===== src/rtl/core/ccs_pkg.sv =====
// Shared types and constants for the circular successor search block.
// Used by ccs_front, ccs_back and circular_successor_search_top; no dependencies.
`timescale 1ns / 1ps

package ccs_pkg;

  // Key store geometry
  localparam int DEPTH  = 512;
  localparam int ADDR_W = $clog2(DEPTH);
  localparam int CNT_W  = $clog2(DEPTH + 1);

  // Word fields
  localparam int KEY_W  = 16;
  localparam int POS_W  = 9;
  localparam int CMD_W  = 2;
  localparam int STAT_W = 2;

  // Command queue between front and back
  localparam int QDEPTH = 2;
  localparam int QA_W   = $clog2(QDEPTH);
  localparam int QC_W   = $clog2(QDEPTH + 1);

  typedef enum logic [CMD_W-1:0] {
    CMD_CLEAR  = 2'd0,
    CMD_APPEND = 2'd1,
    CMD_TARGET = 2'd2,
    CMD_LOWEST = 2'd3
  } cmd_e;

  typedef enum logic [1:0] {
    OP_CLEAR,
    OP_APPEND,
    OP_TARGET,
    OP_LOWEST
  } op_e;

  typedef enum logic [STAT_W-1:0] {
    ST_OK    = 2'd0,
    ST_EMPTY = 2'd1,
    ST_FULL  = 2'd2
  } stat_e;

  typedef enum logic [1:0] {
    B_IDLE,
    B_SCAN,
    B_DONE
  } back_state_e;

  typedef struct packed {
    op_e              op;
    logic [KEY_W-1:0] key;
  } item_t;

  // Queue head as seen by the back end
  typedef struct packed {
    logic  valid;
    item_t item;
  } q_head_t;

endpackage


===== src/rtl/core/ccs_front.sv =====
// Front end: accepts input words, decodes the command and queues them.
// Depends on ccs_pkg.
`timescale 1ns / 1ps

module ccs_front (
  input  logic                       clk_i,
  input  logic                       rst_ni,
  input  logic                       in_valid_i,
  output logic                       in_ready_o,
  input  logic [ccs_pkg::CMD_W-1:0]  in_cmd_i,
  input  logic [ccs_pkg::KEY_W-1:0]  in_key_i,
  output ccs_pkg::q_head_t           head_o,
  input  logic                       pop_i
);

  ccs_pkg::item_t            entries_q [ccs_pkg::QDEPTH];
  logic [ccs_pkg::QA_W-1:0]  wr_ptr_q, wr_ptr_d;
  logic [ccs_pkg::QA_W-1:0]  rd_ptr_q, rd_ptr_d;
  logic [ccs_pkg::QC_W-1:0]  fill_q, fill_d;
  ccs_pkg::item_t            dec_item;
  logic                      push, pop;

  // decode the command into an operation
  always_comb begin
    dec_item.key = in_key_i;
    case (in_cmd_i)
      ccs_pkg::CMD_CLEAR:  dec_item.op = ccs_pkg::OP_CLEAR;
      ccs_pkg::CMD_APPEND: dec_item.op = ccs_pkg::OP_APPEND;
      ccs_pkg::CMD_TARGET: dec_item.op = ccs_pkg::OP_TARGET;
      ccs_pkg::CMD_LOWEST: dec_item.op = ccs_pkg::OP_LOWEST;
      default:             dec_item.op = ccs_pkg::OP_LOWEST;
    endcase
  end

  assign in_ready_o = (fill_q != ccs_pkg::QC_W'(ccs_pkg::QDEPTH));
  assign push       = in_valid_i && in_ready_o;
  assign pop        = pop_i && (fill_q != '0);

  always_comb begin
    wr_ptr_d = push ? wr_ptr_q + ccs_pkg::QA_W'(1) : wr_ptr_q;
    rd_ptr_d = pop  ? rd_ptr_q + ccs_pkg::QA_W'(1) : rd_ptr_q;
    fill_d   = fill_q;
    if (push && !pop) begin
      fill_d = fill_q + ccs_pkg::QC_W'(1);
    end else if (pop && !push) begin
      fill_d = fill_q - ccs_pkg::QC_W'(1);
    end
  end

  always_ff @(posedge clk_i or negedge rst_ni) begin
    if (!rst_ni) begin
      wr_ptr_q <= '0;
      rd_ptr_q <= '0;
      fill_q   <= '0;
    end else begin
      wr_ptr_q <= wr_ptr_d;
      rd_ptr_q <= rd_ptr_d;
      fill_q   <= fill_d;
    end
  end

  always_ff @(posedge clk_i) begin
    if (push) begin
      entries_q[wr_ptr_q] <= dec_item;
    end
  end

  assign head_o.valid = (fill_q != '0);
  assign head_o.item  = entries_q[rd_ptr_q];

endmodule


===== config.mk =====
export PLATFORM = sky130hd
export DESIGN_NAME = ccs_front
export DESIGN_NICKNAME = d
export VERILOG_FILES = /design/src/rtl/core/ccs_pkg.sv /design/src/rtl/core/ccs_front.sv
export SDC_FILE = /design/constraint.sdc
export NUM_CORES = 1
export LEC_CHECK = 0
export BUFFER_PORTS_ARGS = -buffer_cell sky130_fd_sc_hd__buf_2
export CAP_MARGIN = 20
export CORE_UTILIZATION = 45
export CTS_CLUSTER_DIAMETER = 150
export DETAILED_ROUTE_END_ITERATION = 7
export GPL_TIMING_DRIVEN = 0
export HOLD_SLACK_MARGIN = 0.08
export PLACE_DENSITY = 0.7
export SETUP_SLACK_MARGIN = 0.5
export SLEW_MARGIN = 20
export SYNTH_ARGS = -nofsm -noshare
export SYNTH_HDL_FRONTEND = slang
export SYNTH_SLANG_ARGS = --single-unit

===== constraint.sdc =====
create_clock -name clk_i -period 1.95 [get_ports clk_i]
set_input_delay 0.4875 -clock clk_i [delete_from_list [all_inputs] [get_ports clk_i]]
set_output_delay 0.4875 -clock clk_i [all_outputs]
set_load 0.02 [all_outputs]

==> impl_metrics.yaml, run 1 <==
clocking:
  clock_latency_ns: 0.34
  cts.reportedPaths.clkPinSlew_ns: 0.11
  cts.htree.levels: 2
  cts_buffer_depth: 2
  cts_tree: "done"
  cts_root_buffer: "clkbuf_4"
  cts_sinks: 40
  numCtsBuffers: 5
synth:
  synthDistinctLibCells: 16
  synth_top_cell_area_share_pct: 69.7
  avgSynthCellArea_um2: 20.4
  ys_warn_count: 0
  syn_nets: 99
  synth_largest_area_cell: "edfxtp_1"
  synth_area_leaders: "edfxtp_1, mux2_4, mux2_2, dfrtp_1, xnor2_1"
  ys_seq_elements: 40
  ys_seq_area_share_pct: 76.2
  syn_inst: 76
  synth.cell_area_um2: 1550
status:
  status: "finished, violations left"
  violations: "negative setup slack"
floorplanning:
  dieArea_um2: 3680
  core_um2: 3150
  rows: 20
  die_h_um: 60.7
  initial_core_util_pct: 49.2
  boundaryPins: 42
  fp.dieW_um: 60.7
critical_path:
  crit_chain: "buf_6 -> clkbuf_16 -> mux2_4 -> buf_6"
  crit_type: "flop to primary output"
  worstPathArrival_ns: 1.46
  cp_num_buf_inv: 3
  max_stage_delay_ns: 0.39
  crit_family: "buffers and inverters"
  cpMaxStageDelayCell: "dfrtp_1"
  required_ns: 1.46
  crit_fanout: 5
  cpMostUsedCell: "buf_6"
  worstSetupEndpointType: "primary output"
  start_kind: "flop"
timing:
  finalHoldViolCount: 0
  slew_violations: 0
  setup_viol_count_final: 2
  rsz0062_at_grt: "yes"
  fmax_ghz: 0.512
  worst_pin_slew_ns: 0.267
  finClkSkew_ns: 0.00993
  min_period_ns: 1.95
  fin_ws_ns: -0.00211
  slew_headroom_pct: 82.2
  fin_crit_sh_pct: 100
layout:
  diodes: 0
  layout_common_cells: "edfxtp_1, buf_6, buf_2"
  layout_commonest_cell: "edfxtp_1"
  layout.cells.non_filler: 179
  nets: 157
  syn_to_final_growth_pct: 44.8
  drive_gt1_share_pct: 64.4
detailed_routing:
  drt_iter0_drc: 17
  ant_nets: 0
  post-route-drc-count: 0
  vias: 842
  drt_wl_total_um: 2680
  viasPerCell: 4.70
  dr.pass1.iters: 4
  wl_per_cell_um: 14.9
power:
  p_comb_share_pct: 51.0
  intPower_mw: 2.52
  leakage_nw: 0.924
  switchingPower_mw: 1.12
  p_per_area_nw_per_um2: 1620
  power.total_mw: 3.64
  vdd_ir_drop_max_uv: 877
  p_sw_share_pct: 30.9
  power_frac_seq_pct: 34.7
  clockPowerShare_pct: 14.4
global_routing:
  overflow: 0
  grt_max_degree: 19
  grt_pass1_wl_um: 3790
  antenna_found_initial: 0
  grt_usage_pct: 15.3
  grt_pass1_vias: 840
placed_design:
  port_buffers: 39
  dpl.cell_count: 159
  dp.final_hpwl_um: 1490
  pre_cts_ws_ns: 0.350
  gp_congestion: 0.575
min_path:
  hold_path_class: "input pin to flop"
flow_run:
  cap_violations: 0
[layer usage]
| metal | GRT usage [%] | wire length [um] | vias to the layer above |
|---|---|---|---|
| li1 | - | - | 397 |
| met1 | 17.8 | 1100 | 419 |
| met2 | 25.9 | 1430 | 24 |
| met3 | 6.40 | 117 | 2 |
| met4 | 4.87 | 30 | 0 |
| met5 | 0 | 0 | - |
[path summary, 6_finish.rpt]
check | from | endpoint | slack (ns) | cells past startpoint
max in group asynchronous | rst_ni | rd_ptr_q | 1.37 | 2
min in group asynchronous | rst_ni | fill_q[1] | 0.46 | 2
worst max register to register | fill_q[0] | fill_q[1] | 0.54 | 7
worst min-delay path | in_key_i[15] | entries_q[0][15] | 0.32 | 1
worst max-delay path | rd_ptr_q | head_o[5] | -0.002 | 4
worst min register to register | wr_ptr_q | wr_ptr_q | 0.57 | 1
[through the flow]
stage	utilization [%]	hold WS, ns	cell area (um2)	TNS, ns
floorplan	-	0.192	1570	0
global placement	57.7	0.297	1820	0
detailed placement	57.7	0.302	1820	0
CTS	68.0	0.312	2140	-0.145
global route	71.2	0.298	2240	-0.505
finish	71.2	0.323	2240	-0.00307
[Yosys cell counts]
cell type  count
and3_1         1
buf_12         1
buf_6          1
clkbuf_1       2
dfrtp_1        4
edfxtp_1      36
ha_1           1
inv_1          1
mux2_2         9
mux2_4         9
nand2_1        2
nand2b_1       1
nor2_1         2
or2_1          1
xnor2_1        3
xor2_1         2
[timing repair]
action | in CTS | in global routing
setup buffers | 8 | 2
gates cloned | 0 | 1
hold buffers | 1 | 0
endpoints found under the setup margin | 39 | 21
resized for setup | 42 | 18
pin swaps | 3 | 5
endpoints found under the hold margin | 4 | 0
[final cells by class]
cell class              instances  area, um2
plain buffers                   4       38.8
clock inverters                 2       35.0
flip-flops and latches         40       1180
fillers                       222        908
multi-input cells              31        415
well taps                      44       55.1
inverters                       1       6.26
clock buffers                   6       41.3
repair buffers                 51        472
[worst register-to-register path, cell delays in order, from the launching register on]
cell and delay (ns):
dfrtp_1 0.42, nand2b_4 0.17, nand2_4 0.10, inv_4 0.04, ha_4 0.16, xor2_2 0.17
nor2_2 0.11, xor2_1 0.17
[state kept, by name, summed over array words and instances, names as in the netlist]
name       cells
fill_q         2
entries_q     36
rd_ptr_q       1
wr_ptr_q       1
[logic make-up after synthesis]
| family | Yosys count | share of synthesized area (%) |
|---|---|---|
| flip-flops | 40 | 76.2 |
| multiplexers | 18 | 15.3 |
| AND/OR/NAND/NOR | 7 | 2.18 |
| XOR/XNOR | 5 | 2.83 |
| buffers and inverters | 5 | 2.74 |
| adder cells (fa/ha/maj) | 1 | 0.807 |
[power by group through the flow]
stage,sequential (mW),combinational [mW],clock (mW)
floorplan,1.26,0.879,0
global placement,1.27,1.14,0
detailed placement,1.29,1.15,0
CTS,1.26,1.65,0.533
global route,1.28,1.95,0.565
finish,1.26,1.85,0.523
Power figures use the tool's default switching activity.
==> run 2: changes to the inputs <==
--- a/config.mk
+++ b/config.mk
@@ -12,7 +12,7 @@
 export DETAILED_ROUTE_END_ITERATION = 7
 export GPL_TIMING_DRIVEN = 0
 export HOLD_SLACK_MARGIN = 0.08
-export PLACE_DENSITY = 0.7
+export PLACE_DENSITY_LB_ADDON = 0.15
 export SETUP_SLACK_MARGIN = 0.5
 export SLEW_MARGIN = 20
 export SYNTH_ARGS = -nofsm -noshare
==> impl_metrics.yaml, run 2 (synthesized netlist as in run 1, its figures left out) <==
status:
  status: "finished clean"
layout:
  diodes: 0
  drive_gt1_share_pct: 61.4
  largest-register: "entries_q"
  nets: 154
  reg_top3: "entries_q (36), fill_q (2)"
  layout_common_cells: "edfxtp_1, buf_6, buf_2"
  layout_commonest_cell: "edfxtp_1"
  utilization_pct: 68.4
  layout.cells.non_filler: 176
  syn_to_final_growth_pct: 39.1
  largest_reg_flops: 36
floorplanning:
  initial_core_util_pct: 49.2
  dieArea_um2: 3680
  core_um2: 3150
  boundaryPins: 42
  fp.dieW_um: 60.7
  die_h_um: 60.7
  rows: 20
global_routing:
  overflow: 0
  grt_usage_pct: 14.6
  antenna_found_initial: 0
  grt_max_degree: 19
  grt_pass1_vias: 828
  grt_pass1_wl_um: 3530
critical_path:
  crit_fanout: 10
  r2r_cells: 7
  rrSetupSlack_ns: 0.55
  worstSetupEndpointType: "primary output"
  reg2reg_from: "fill_q[0]"
  start_kind: "flop"
  reg2reg_to: "fill_q[1]"
  worstPathArrival_ns: 1.42
  required_ns: 1.46
  crit_type: "flop to primary output"
detailed_routing:
  dr.pass1.iters: 3
  post-route-drc-count: 0
  wl_per_cell_um: 14.2
  drt_wl_total_um: 2500
  viasPerCell: 4.67
  vias: 822
  drt_iter0_drc: 17
  ant_nets: 0
timing:
  rsz0062_at_grt: "yes"
  finClkSkew_ns: 0.00802
  slew_headroom_pct: 82.5
  setup_viol_count_final: 0
  worst_pin_slew_ns: 0.262
  fin_crit_sh_pct: 97.7
  slew_violations: 0
  fmax_ghz: 0.525
  min_period_ns: 1.90
  tns_ns: 0
  finalHoldViolCount: 0
  hold_ws_ns: 0.340
power:
  intPower_mw: 2.29
  power_frac_seq_pct: 37.7
  vdd_ir_drop_max_uv: 872
  p_comb_share_pct: 51.1
  leakage_nw: 0.876
  switchingPower_mw: 1.06
  p_per_area_nw_per_um2: 1550
  p_sw_share_pct: 31.7
  clockPowerShare_pct: 11.2
placed_design:
  gp_congestion: 0.594
  port_buffers: 39
  dp.final_hpwl_um: 1590
  dpl.cell_count: 159
clocking:
  cts.htree.levels: 2
  cts_buffer_depth: 2
  cts_root_buffer: "clkbuf_4"
  cts_sinks: 40
  clock_latency_ns: 0.33
  cts_tree: "done"
  cts.reportedPaths.clkPinSlew_ns: 0.10
  numCtsBuffers: 5
min_path:
  hold_path_class: "input pin to flop"
  min_from: "in_key_i[3]"
  worstHoldPathCells: 1
  worst_hold_path.endpoint: "entries_q[1][3]"
flow_run:
  cap_violations: 0
==> run 2: final cells by class <==
type | count | area [um2]
Multi-Input combinational cell | 31 | 410
Buffer | 4 | 38.8
Inverter | 1 | 3.75
Tap cell | 44 | 55.1
Fill cell | 237 | 996
Clock buffer | 8 | 48.8
Sequential cell | 40 | 1180
Timing Repair Buffer | 48 | 419
==> run 2: power by group through the flow <==
stage | clock network [mW] | registers (mW) | logic [mW]
global route | 0.430 | 1.28 | 1.81
floorplan | 0 | 1.26 | 0.879
detailed placement | 0 | 1.29 | 1.15
finish | 0.374 | 1.26 | 1.71
CTS | 0.391 | 1.26 | 1.60
global placement | 0 | 1.27 | 1.14
==> run 2: per-layer routing <==
metal	share of wire [%]	global-route usage, %	vias up	routed length, um
met5	0	0	-	0
met4	2.3	9.74	0	58
met3	4.3	4.48	8	108
met2	57	26.5	24	1420
met1	36	14.0	397	909
li1	-	-	393	-
==> run 2: how the worst max path moves through the flow <==
stage | from | endpoint | slack, ns | cells after the start
floorplan | fill_q[0] | fill_q[1] | 0.50 | 6
global placement | rd_ptr_q | head_o[1] | 0.36 | 4
detailed placement | rd_ptr_q | head_o[4] | 0.36 | 4
CTS | rd_ptr_q | head_o[6] | 0.02 | 4
global route | rd_ptr_q | head_o[6] | -0.02 | 4
finish | rd_ptr_q | head_o[6] | 0.05 | 4
==> run 2: repair_timing <==
| action | CTS | global route |
|---|---|---|
| endpoints found under the hold margin | 4 | 0 |
| setup endpoints to repair | 39 | 39 |
| hold buffers | 1 | 0 |
| pin swaps | 3 | 4 |
| setup buffers | 7 | 1 |
| gates cloned | 0 | 0 |
| gates resized for setup | 41 | 16 |
==> run 2: through the flow <==
step	worst slack [ns]	total power, mW	instance area [um2]
global route	-0.0169	3.52	2160
global placement	0.361	2.41	1820
floorplan	0.501	2.14	1570
finish	0.0453	3.35	2160
CTS	0.0190	3.24	2090
detailed placement	0.355	2.45	1820
==> run 2: critical path, cell delays in order (launching register included) <==
cell	delay [ns]
dfrtp_1	0.38
buf_6	0.13
buf_12	0.15
mux2_4	0.30
buf_6	0.13
==> run 3: changes to the inputs <==
--- a/config.mk
+++ b/config.mk
@@ -7,6 +7,7 @@
 export LEC_CHECK = 0
 export BUFFER_PORTS_ARGS = -buffer_cell sky130_fd_sc_hd__buf_2
 export CAP_MARGIN = 20
+export CORE_MARGIN = 2
 export CORE_UTILIZATION = 45
 export CTS_CLUSTER_DIAMETER = 150
 export DETAILED_ROUTE_END_ITERATION = 7
==> impl_metrics.yaml, run 3 (synthesized netlist as in run 1, its figures left out) <==
status:
  status: "finished clean"
detailed_routing:
  wl_per_cell_um: 14.1
  viasPerCell: 4.55
  drt_wl_total_um: 2560
  post-route-drc-count: 0
  dr.pass1.iters: 4
  ant_nets: 0
  drt_iter0_drc: 20
  vias: 824
placed_design:
  port_buffers: 39
  dp.final_hpwl_um: 1490
  gp_congestion: 0.618
  dpl-instance-area_um2: 1820
layout:
  fin_area_um2: 2210
  layout_commonest_cell: "edfxtp_1"
  nets: 157
  largest-register: "entries_q"
  utilization_pct: 66.7
  drive_gt1_share_pct: 62.2
  largest_reg_flops: 36
  syn_to_final_growth_pct: 42.5
  nFillCells: 263
  layout_common_cells: "edfxtp_1, buf_6, buf_2"
  diodes: 0
  reg_top3: "entries_q (36), fill_q (2)"
timing:
  rsz0062_at_grt: "yes"
  finClkSkew_ns: 0.00511
  slew_headroom_pct: 81.9
  finalHoldViolCount: 0
  min_period_ns: 1.93
  fin_crit_sh_pct: 98.8
  slew_violations: 0
  worst_pin_slew_ns: 0.271
  setup_viol_count_final: 0
  fmax_ghz: 0.519
power:
  p_per_area_nw_per_um2: 1560
  vdd_ir_drop_max_uv: 857
  leakage_nw: 0.907
critical_path:
  start_kind: "flop"
  crit_chain: "buf_6 -> clkbuf_16 -> mux2_4 -> buf_6"
  worstPathArrival_ns: 1.44
  max_stage_delay_ns: 0.38
  crit_family: "buffers and inverters"
  crit_fanout: 5
  required_ns: 1.46
  cpMostUsedCell: "buf_6"
  cpMaxStageDelayCell: "dfrtp_1"
  worstSetupEndpointType: "primary output"
  rrSetupSlack_ns: 0.54
  cp_num_buf_inv: 3
  crit_type: "flop to primary output"
global_routing:
  grt_usage_pct: 13.5
  overflow: 0
  grt_pass1_wl_um: 3910
  antenna_found_initial: 0
  grt_max_degree: 19
  grt_pass1_vias: 879
clocking:
  cts_tree: "done"
  cts_sinks: 40
  cts_root_buffer: "clkbuf_4"
  clock_latency_ns: 0.33
  cts.reportedPaths.clkPinSlew_ns: 0.10
  cts.htree.levels: 2
  cts_buffer_depth: 2
  numCtsBuffers: 5
floorplanning:
  die_h_um: 62.7
  dieArea_um2: 3930
  initial_core_util_pct: 46.8
  fp.dieW_um: 62.7
  rows: 21
  boundaryPins: 42
  core_um2: 3310
min_path:
  hold_path_class: "input pin to flop"
flow_run:
  cap_violations: 0
[run 3: changes by cell type in the layout (fill, tap and decap cells not counted), sizes merged]
cell,delta
buf,+2
clkinv,+1
[run 3: area by class of cell]
cell class | instances | area, um2 | area share, %
clock buffers | 7 | 45.0 | 2.04
repair buffers | 51 | 472 | 21.4
plain buffers | 4 | 38.8 | 1.76
multi-input cells | 31 | 405 | 18.4
clock inverters | 1 | 3.75 | 0.170
well taps | 46 | 57.6 | 2.61
inverters | 1 | 3.75 | 0.170
flip-flops and latches | 40 | 1180 | 53.5
[run 3: path summary, 6_finish.rpt]
kind / cells past startpoint / end / start
max reg2reg: 6 / fill_q[1] / fill_q[1]
max: 4 / head_o[12] / rd_ptr_q
min in group asynchronous: 2 / fill_q[1] / rst_ni
min reg2reg: 1 / wr_ptr_q / wr_ptr_q
min: 1 / entries_q[0][5] / in_key_i[5]
max in group asynchronous: 2 / fill_q[0] / rst_ni
[run 3: per-stage QoR]
step	std cells	power [mW]	hold WS, ns	setup slack, ns	setup TNS (ns)
after CTS	177	3.26	0.317	-0.00688	-0.0190
after floorplan	76	2.14	0.192	0.501	0
after global placement	161	2.42	0.296	0.358	0
after global routing	181	3.63	0.317	-0.0214	-0.0809
final	181	3.46	0.338	0.0233	0
after detailed placement	161	2.44	0.305	0.352	0
[run 3: routing by layer]
layer	track usage, %	share of wire, %	vias up
li1	-	-	400
met1	14.5	38	397
met4	7.50	1.4	0
met2	23.3	56	23
met5	0	0	-
met3	4.50	5.3	4
[run 3: where the power goes]
part / internal [mW] / switching, mW / total, mW
sequential: 1.18 / 0.0772 / 1.26
combinational: 1.06 / 0.768 / 1.82
clock: 0.139 / 0.232 / 0.371
[run 3: timing repair]
action / 4_1_cts / 5_1_grt
hold buffers: 1 / 0
buffers inserted: 7 / 3
gates resized for setup: 38 / 20
gates cloned: 0 / 1
pin swaps: 2 / 4
endpoints found under the setup margin: 39 / 21
endpoints found under the hold margin: 4 / 0
